$ cat src/rtl/sqs_pkg.sv
// sqs_pkg: shared types, codes and constant functions for the sorted sample store
// no dependencies; used by sqs_cell, sqs_or_tree and sorted_sample_quantile_store_top

package sqs_pkg;

  localparam int TIME_BITS = 48;
  localparam int CAP_W     = 7;
  localparam int COUNT_W   = 7;
  localparam int NUM_PICKS = 6;

  localparam logic       OP_INSERT = 1'b0;
  localparam logic       OP_CLEAR  = 1'b1;

  localparam logic [1:0] ADDR_CAPACITY = 2'd0;
  localparam logic [CAP_W-1:0] CAP_RESET = 7'd64;

  typedef struct packed {
    logic                 opcode;
    logic [TIME_BITS-1:0] sample_value;
  } op_item_t;

  typedef struct packed {
    logic [COUNT_W-1:0]   entry_count;
    logic [TIME_BITS-1:0] value_min;
    logic [TIME_BITS-1:0] decile_low;
    logic [TIME_BITS-1:0] quartile_low;
    logic [TIME_BITS-1:0] median_value;
    logic [TIME_BITS-1:0] quartile_high;
    logic [TIME_BITS-1:0] decile_high;
    logic                 list_empty;
    logic                 insert_dropped;
  } stats_t;

  // what every cell sees from the controller
  typedef struct packed {
    logic                 insert;
    logic [TIME_BITS-1:0] value;
  } ins_cmd_t;

  typedef enum logic [1:0] {
    ST_IDLE,
    ST_INDEX,
    ST_TREE,
    ST_LOAD
  } state_t;

  // floor(m/10) for m up to 136 via reciprocal 205/2048
  function automatic logic [7:0] div10(input logic [7:0] m);
    logic [15:0] p;
    p = 16'(m) * 16'd205;
    return 8'(p[15:11]);
  endfunction

  // node count of a reduction level with fan-in of eight
  function automatic int level_size(input int n, input int lv);
    int s;
    s = n;
    for (int i = 0; i < lv; i++) begin
      s = (s + 7) / 8;
    end
    return s;
  endfunction

  function automatic int tree_levels(input int n);
    int s;
    int l;
    s = n;
    l = 0;
    while (s > 1) begin
      s = (s + 7) / 8;
      l++;
    end
    if (l == 0) begin
      l = 1;
    end
    return l;
  endfunction

endpackage

$ cat src/rtl/sqs_cell.sv
// sqs_cell: one slot of the sorted row, compares against the new sample and
// either keeps its value, takes the new sample or takes its left neighbor's value
// depends on sqs_pkg

module sqs_cell (
  input  logic                           clk,
  input  sqs_pkg::ins_cmd_t              cmd,
  input  logic                           live,
  input  logic                           left_lt,
  input  logic [sqs_pkg::TIME_BITS-1:0]  left_value,
  output logic [sqs_pkg::TIME_BITS-1:0]  value,
  output logic                           lt
);

  logic [sqs_pkg::TIME_BITS-1:0] value_next;

  assign lt = live && (value < cmd.value);

  always_comb begin
    priority if (!cmd.insert || lt) begin
      value_next = value;
    end else if (left_lt) begin
      value_next = cmd.value;
    end else begin
      // everything from the insert point up shifts one slot right
      value_next = left_value;
    end
  end

  always_ff @(posedge clk) begin
    value <= value_next;
  end

endmodule

$ cat config.mk
export PLATFORM = sky130hd
export DESIGN_NAME = sqs_cell
export DESIGN_NICKNAME = d
export VERILOG_FILES = /design/src/rtl/sqs_pkg.sv /design/src/rtl/sqs_cell.sv
export SDC_FILE = /design/constraint.sdc
export NUM_CORES = 1
export LEC_CHECK = 0
export BUFFER_PORTS_ARGS = -buffer_cell sky130_fd_sc_hd__buf_2
export CAP_MARGIN = 10
export CORE_ASPECT_RATIO = 1.1
export CORE_UTILIZATION = 30
export CTS_CLUSTER_DIAMETER = 200
export DETAILED_ROUTE_END_ITERATION = 6
export PLACE_DENSITY = 0.62
export SYNTH_ARGS = -nofsm -noshare
export SYNTH_HDL_FRONTEND = slang
export SYNTH_SLANG_ARGS = --single-unit
$ cat constraint.sdc
create_clock -name clk -period 4.95 [get_ports clk]
set_clock_uncertainty 0.2 [all_clocks]
set_input_delay 0.99 -clock clk [delete_from_list [all_inputs] [get_ports clk]]
set_output_delay 0.99 -clock clk [all_outputs]
set_load 0.01 [all_outputs]
# Yosys cells after proc, flatten, opt, wreduce, memory -nomap -nowiden
# Cells that the tools add are included.
# op_classes
n_lt_le_gt_ge,1
mux,1
n_reduce_logical,3
# ops
op,n
$lt A48 B48 Y1,1
$mux W48,1
$logic_and A1 B1 Y1,1
$logic_not A1 Y1,1
$logic_or A1 B1 Y1,1
# word_totals
regBits,48
input_bits,100
output_inout_bits,49
wordCells,6

# Logic depth before layout (Yosys ltp)
# Gate-level depths: netlist (run 1).
# depth
ltp_word,3
depth_mapped,7
ltp_nobuf,7

# Least setup slack after synthesis (run 1)
# OpenSTA, ideal clock, no wires.
# synth_timing
path_kind,input-to-reg
startpoint,input port cmd[38] (netlist bit)
endpoint,register value[0] (netlist bit) (enable)
arrival_time_ps,3930
slack_ps,407
stages,7
path_buffers,0
path_cell_list,inv_1 > ha_1 > nand4_2 > or4_4 > or4_1 > a31oi_1 > o31a_1
# synth_via
elab_chain_len,3
# synth_rtl
item,line,text
start: declaration,sqs_cell.sv:7,"input sqs_pkg::ins_cmd_t cmd,"
$lt A48 B48 Y1,sqs_cell.sv:17,assign lt = live && (value < cmd.value);
$logic_and A1 B1 Y1,sqs_cell.sv:17,
$logic_or A1 B1 Y1,sqs_cell.sv:20,priority if (!cmd.insert || lt) begin
end signal: assignment,sqs_cell.sv:31,value <= value_next;
end: declaration,sqs_cell.sv:11,"output logic [sqs_pkg::TIME_BITS-1:0] value,"
# Every way passes these cells.
# A chain may end at the register's enable or synchronous reset.

# Worst setup path in the final report (run 1)
# layout_timing
startpoint,input port cmd[38] (netlist bit)
endpoint,output port lt
# layout_via
elab_chain_len,2
# layout_rtl
item,line,text
$lt A48 B48 Y1,sqs_cell.sv:17,
$logic_and A1 B1 Y1,sqs_cell.sv:17,
end: declaration,sqs_cell.sv:12,output logic lt
# Every way passes these cells.

==> flow_summary.yaml, run 1 <==
global_routing:
  grt_first_pass_wirelength_um: 11600
  grt_pass1_vias: 2594
  grt_overflow_total: 0
  track_usage_pct: 13.7
  grt_max_degree: 49
  antenna_found_initial: 0
power_and_ir_drop:
  p_leak_nw: 2.08
  power_density_nw_per_um2: 252
  irDropWorstVdd_mv: 0.114
floorplan:
  die_area_um2: 11100
  ios: 149
  dieHeight_um: 110
  coreArea_um2: 10400
  start_util_pct: 30.8
  die_width_um: 100
  row_count: 39
finish:
  largest_register_ffs: 48
  antenna_cells: 0
  syn_to_final_growth_pct: 33.0
  drive_above_1_share_pct: 48.7
  top_register: "value"
  fin_area_um2: 4250
  layout.cells.non_filler: 566
  reg.largest.list: "value x48"
  layout.nets: 570
clock_network:
  cts_made_buffers: 5
  cts.sinks: 48
  htreeDepth: 2
  cts_setup_buffers: 0
  hold_buffers: 0
  cts_tree: "done"
  cts-root-buf: "clkbuf_16"
  clk_pin_slew_worst_paths_ns: 0.06
  ctsResizeCount: 0
  clk_path_buf_depth: 2
  insertion_delay_ns: 0.28
worst_setup_path:
  crit_type: "primary input to output port"
  critPathTopFamily: "simple AND/OR/NAND/NOR gates"
  worstSetupEndpointType: "output port"
  cp_max_fo: 3
  cp_common_cell: "buf_2"
  cp_slowest_cell: "or4_4"
  slowest_delay_ns: 0.57
  arrival_ns: 3.10
  worstPathCellList: "buf_2 -> inv_1 -> ha_1 -> nand4_2 -> or4_4 -> or4_1 -> a31oi_1 -> nor3_1 -> buf_2"
  cp.buffers_inverters: 3
  critical_path_required_ns: 3.76
  critPathLaunchType: "primary input"
synthesis:
  syn_nets: 419
  netlist_area_um2: 3200
  netlist_instances: 272
  synth_most_common_cell: "inv_1"
  synth_commonest_cells: "inv_1 (49), edfxtp_1 (48), mux2_2 (48), ha_1 (47), a21oi_1 (19)"
  yosysWarnings: 0
  ys_ff_latch: 48
  ys_types: 24
  synthTopCellsByArea: "edfxtp_1 (45%), ha_1 (18%), mux2_2 (17%)"
  synth_ff_type: "edfxtp_1"
  synth_top_area_share_pct: 45.1
  synth_largest_area_cell: "edfxtp_1"
  seq_area_frac_synth_pct: 45.1
  synth_edf_count: 48
  async_reset_ff_share_pct: 0
  postSynthAreaPerCell_um2: 11.8
timing:
  setup_slack_ns: 0.664
  relSlewSlack_pct: 25.1
  min_period_over_period_pct: 86.6
  fmax_ghz: 0.233
  setup_viol: 0
  fin_crit_ns: 4.29
  tns_ns: 0
  rsz0062_at_grt: "no"
  worst_pin_slew_ns: 1.12
  hold_violations: 0
  drv_slew: 0
outcome:
  status: "finished, final reports clean"
hold_path:
  holdCritPathClass: "primary input to flop"
placement:
  io_buffers: 148
  placed_cells_incl_taps: 559
  hpwl_um: 6070
  placed_area_um2: 4120
  gp_congestion: 0.679
  dpl_worst_slack_ns: 0.665
routing:
  wirelength_um: 7430
  vias_per_cell: 4.47
  routedWlPerCell_um: 13.1
  first_pass_iters: 4
  route.detailed.drc: 0
  vias: 2529
  first_iter_violations: 59
  ant_nets: 0
run:
  cap_violations: 0
## cells by family (layout without fill, tap and decap cells)
logic type / Yosys count / after routing / share of synthesized area, %
AO/OA/AOI/OAI: 38 / 38 / 7.12
adder cells (fa/ha/maj): 47 / 47 / 18.4
buffers and inverters: 54 / 205 / 6.34
flip-flops: 48 / 48 / 45.1
multiplexers: 48 / 48 / 16.9
AND/OR/NAND/NOR: 37 / 37 / 6.18
## cell usage in the layout (no fill, tap or decap), types with 2 or more instances in the layout
cell	n
a21o_1	4
nand3_1	7
buf_2	148
inv_1	49
a31oi_1	2
nor2b_1	2
nor3_1	2
o21ai_0	6
nand4_1	8
nand2_1	10
clkbuf_16	5
edfxtp_1	48
a211o_1	2
a21oi_1	19
ha_1	47
mux2_2	48
nor2_1	4
## path summary, 6_finish.rpt
check,startpoint,to,slack (ns),cells past startpoint
max reg2reg,value[39]$_DFFE_PN_,value[7]$_DFFE_PN_,1.48,7
min reg2reg,value[47]$_DFFE_PN_,value[40]$_DFFE_PN_,1.20,5
min,left_value[4],value[4]$_DFFE_PN_,0.80,2
max,cmd[38],lt,0.66,9
## metrics by stage
| stage | hold WS [ns] | total power [W] | utilization (%) |
|---|---|---|---|
| finish | 0.803 | 0.00107 | 40.9 |
| detailed placement | 1.10 | 0.000760 | 39.6 |
| CTS | 0.793 | 0.00109 | 40.9 |
| global placement | 1.09 | 0.000754 | 39.6 |
| floorplan | 1.01 | 0.000652 | - |
| global route | 0.795 | 0.00114 | 40.9 |
## worst reg2reg max path: cells and delay by family, from the launching register on
family	cells	cell delay (ns)
AO/OA/AOI/OAI	2	0.68
adder cells (fa/ha/maj)	1	0.34
buffers and inverters	1	0.28
flip-flops	1	0.42
AND/OR/NAND/NOR	3	1.24
## routing by layer
| metal | global-route usage [%] | vias up | share of wire, % |
|---|---|---|---|
| li1 | - | 1292 | - |
| met1 | 15.8 | 1149 | 42 |
| met2 | 24.7 | 84 | 50 |
| met3 | 3.91 | 4 | 6.4 |
| met4 | 4.35 | 0 | 1.1 |
| met5 | 0 | - | 0 |
## power breakdown
part           switching (W)  leakage (nW)  internal [W]  total (W)
combinational       0.000120          1.55      0.000121   0.000241
sequential         0.0000162         0.458      0.000489   0.000505
clock               0.000141        0.0667      0.000184   0.000325
## layout make-up
class / instances / area (µm²)
flip-flops and latches: 48 / 1440
fillers: 1045 / 6140
inverters: 49 / 184
well taps: 143 / 179
clock buffers: 6 / 129
repair buffers: 149 / 761
clock inverters: 1 / 5.00
multi-input cells: 170 / 1560
No activity file was read; power rests on OpenSTA's default activity.
==> run 2: changes to the inputs <==
--- a/config.mk
+++ b/config.mk
@@ -11,7 +11,6 @@
 export CORE_UTILIZATION = 30
 export CTS_CLUSTER_DIAMETER = 200
 export DETAILED_ROUTE_END_ITERATION = 6
-export PLACE_DENSITY = 0.62
 export SYNTH_ARGS = -nofsm -noshare
 export SYNTH_HDL_FRONTEND = slang
 export SYNTH_SLANG_ARGS = --single-unit
==> run 2 against run 1 <==
  * Die area unchanged
  * Setup slack got worse by 0.040 ns
  * Hold slack lost 0.0053 ns
  * Critical path type unchanged
  * Combinational power barely moved
  * Final cell count up 0.35%
  * Largest cell class unchanged
  * Non-clock buffer count rose by 1
  * Utilization is 0.22 points higher
  * Sequential power about the same
  * Count of clock-buffer cells in the layout up 1
  * Wire length is 0.16% higher
  * Global-route usage is 0.18 points lower
  * Flip-flop and latch count unchanged
==> flow_summary.yaml, run 2 (same netlist as run 1, synthesis figures left out) <==
floorplan:
  dieHeight_um: 110
  start_util_pct: 30.8
  row_count: 39
  ios: 149
  coreArea_um2: 10400
  die_width_um: 100
  die_area_um2: 11100
timing:
  fin_crit_ns: 4.33
  setup_viol: 0
  worst_pin_slew_ns: 1.13
  drv_slew: 0
  rsz0062_at_grt: "no"
  fmax_ghz: 0.231
  min_period_over_period_pct: 87.4
  hold_violations: 0
  relSlewSlack_pct: 24.6
  tns_ns: 0
worst_setup_path:
  startpoint: "cmd[38]"
  critical_path_required_ns: 3.76
  cp_max_fo: 3
  arrival_ns: 3.14
  critPathLaunchType: "primary input"
  cp_slowest_cell: "or4_4"
  worstPathCellList: "buf_2 -> inv_1 -> ha_1 -> nand4_2 -> or4_4 -> or4_1 -> a31oi_1 -> nor3_1 -> buf_2"
  r2r_cells: 7
  timing.rr.start: "value[38]$_DFFE_PN_"
  reg2reg_to: "value[10]$_DFFE_PN_"
  crit_type: "primary input to output port"
  r2r_setup_slack_ns: 1.44
  slowest_delay_ns: 0.57
  cp_common_cell: "buf_2"
  worstSetupEndpointType: "output port"
clock_network:
  cts_made_buffers: 5
  htreeDepth: 2
  cts.sinks: 48
  insertion_delay_ns: 0.29
  hold_buffers: 0
  clk_path_buf_depth: 2
  cts_setup_buffers: 0
  clk_pin_slew_worst_paths_ns: 0.07
  cts-root-buf: "clkbuf_16"
  ctsResizeCount: 0
  cts_tree: "done"
placement:
  io_buffers: 148
  gp_congestion: 0.722
  hpwl_um: 6000
routing:
  route.detailed.drc: 0
  ant_nets: 0
  routedWlPerCell_um: 13.1
  first_iter_violations: 83
  first_pass_iters: 4
  vias: 2522
  vias_per_cell: 4.44
  wirelength_um: 7440
hold_path:
  holdCritPathClass: "primary input to flop"
  hold_path_depth: 2
  min-delay-start: "left_value[39]"
  min_delay_worst_endpoint: "value[39]$_DFFE_PN_"
global_routing:
  antenna_found_initial: 0
  grt_pass1_vias: 2480
  grt_max_degree: 49
  use_met2_pct: 24.7
  grtUsageMet1_pct: 15.2
  grt-busiest-layer: "met2"
  grt_overflow_total: 0
  track_usage_pct: 13.6
  grt_first_pass_wirelength_um: 11400
  use_met3_pct: 3.97
finish:
  syn_to_final_growth_pct: 33.7
  antenna_cells: 0
  drive_above_1_share_pct: 48.5
  top_register: "value"
  largest_register_ffs: 48
  reg.largest.list: "value x48"
  fin_util_pct: 41.1
  layout.nets: 571
  layout_commonest_cell: "buf_2"
  layout_common_cells: "buf_2 (148), inv_1 (49), mux2_2 (48), edfxtp_1 (48), ha_1 (47)"
  nFillCells: 1046
outcome:
  status: "finished, final reports clean"
power_and_ir_drop:
  power_density_nw_per_um2: 253
  irDropWorstVdd_mv: 0.148
  p_leak_nw: 2.08
run:
  cap_violations: 0
==> run 2: cell count changes in the layout (fill, tap and decap cells not counted), sizes merged <==
cell / change
clkbuf: +1
buf: +1
==> run 2: how the worst max path moves through the flow <==
stage | to | cells after the start
2_1_floorplan | value[0]$_DFFE_PN_ | 7
3_3_place_gp | lt | 9
3_5_place_dp | lt | 9
4_1_cts | lt | 9
5_1_grt | lt | 9
6_report | lt | 9
==> run 2: critical path, delay by kind of cell <==
family | cells | cell delay [ns]
buffers and inverters | 3 | 0.26
and+or+nand+nor | 4 | 1.32
AOI/OAI and AO/OA | 1 | 0.24
adders and majority gates | 1 | 0.31
==> run 2: final cells by class <==
type | count | area [µm²] | share of cell area (%)
clock buffers | 7 | 133 | 3.10
inverters | 49 | 184 | 4.30
repair buffers | 150 | 781 | 18.3
flip-flops and latches | 48 | 1440 | 33.7
multi-input cells | 170 | 1560 | 36.4
well taps | 143 | 179 | 4.18
clock inverters | 1 | 3.75 | 0.0878
==> run 2: power by group <==
part,internal (W),switching [W],total (W)
logic,0.000123,0.000121,0.000244
registers,0.000489,0.0000162,0.000505
clock network,0.000186,0.000147,0.000334
total,0.000798,0.000284,0.00108
==> run 2: through the flow <==
step | hold WS, ns | power (W) | setup WS [ns] | std cells | cell area [µm²]
2_1_floorplan | 1.01 | 0.000652 | 0.407 | 272 | 3200
3_3_place_gp | 1.09 | 0.000758 | 0.704 | 560 | 4140
3_5_place_dp | 1.10 | 0.000763 | 0.635 | 560 | 4140
4_1_cts | 0.789 | 0.00111 | 0.625 | 568 | 4280
5_1_grt | 0.793 | 0.00114 | 0.534 | 568 | 4280
6_report | 0.798 | 0.00108 | 0.623 | 568 | 4280
==> run 2: layer usage <==
metal  wire length, µm  vias to the layer above
li1                  -                     1301
met1              3090                     1134
met2              3760                       80
met3               501                        7
met4                89                        0
met5                 0                        -
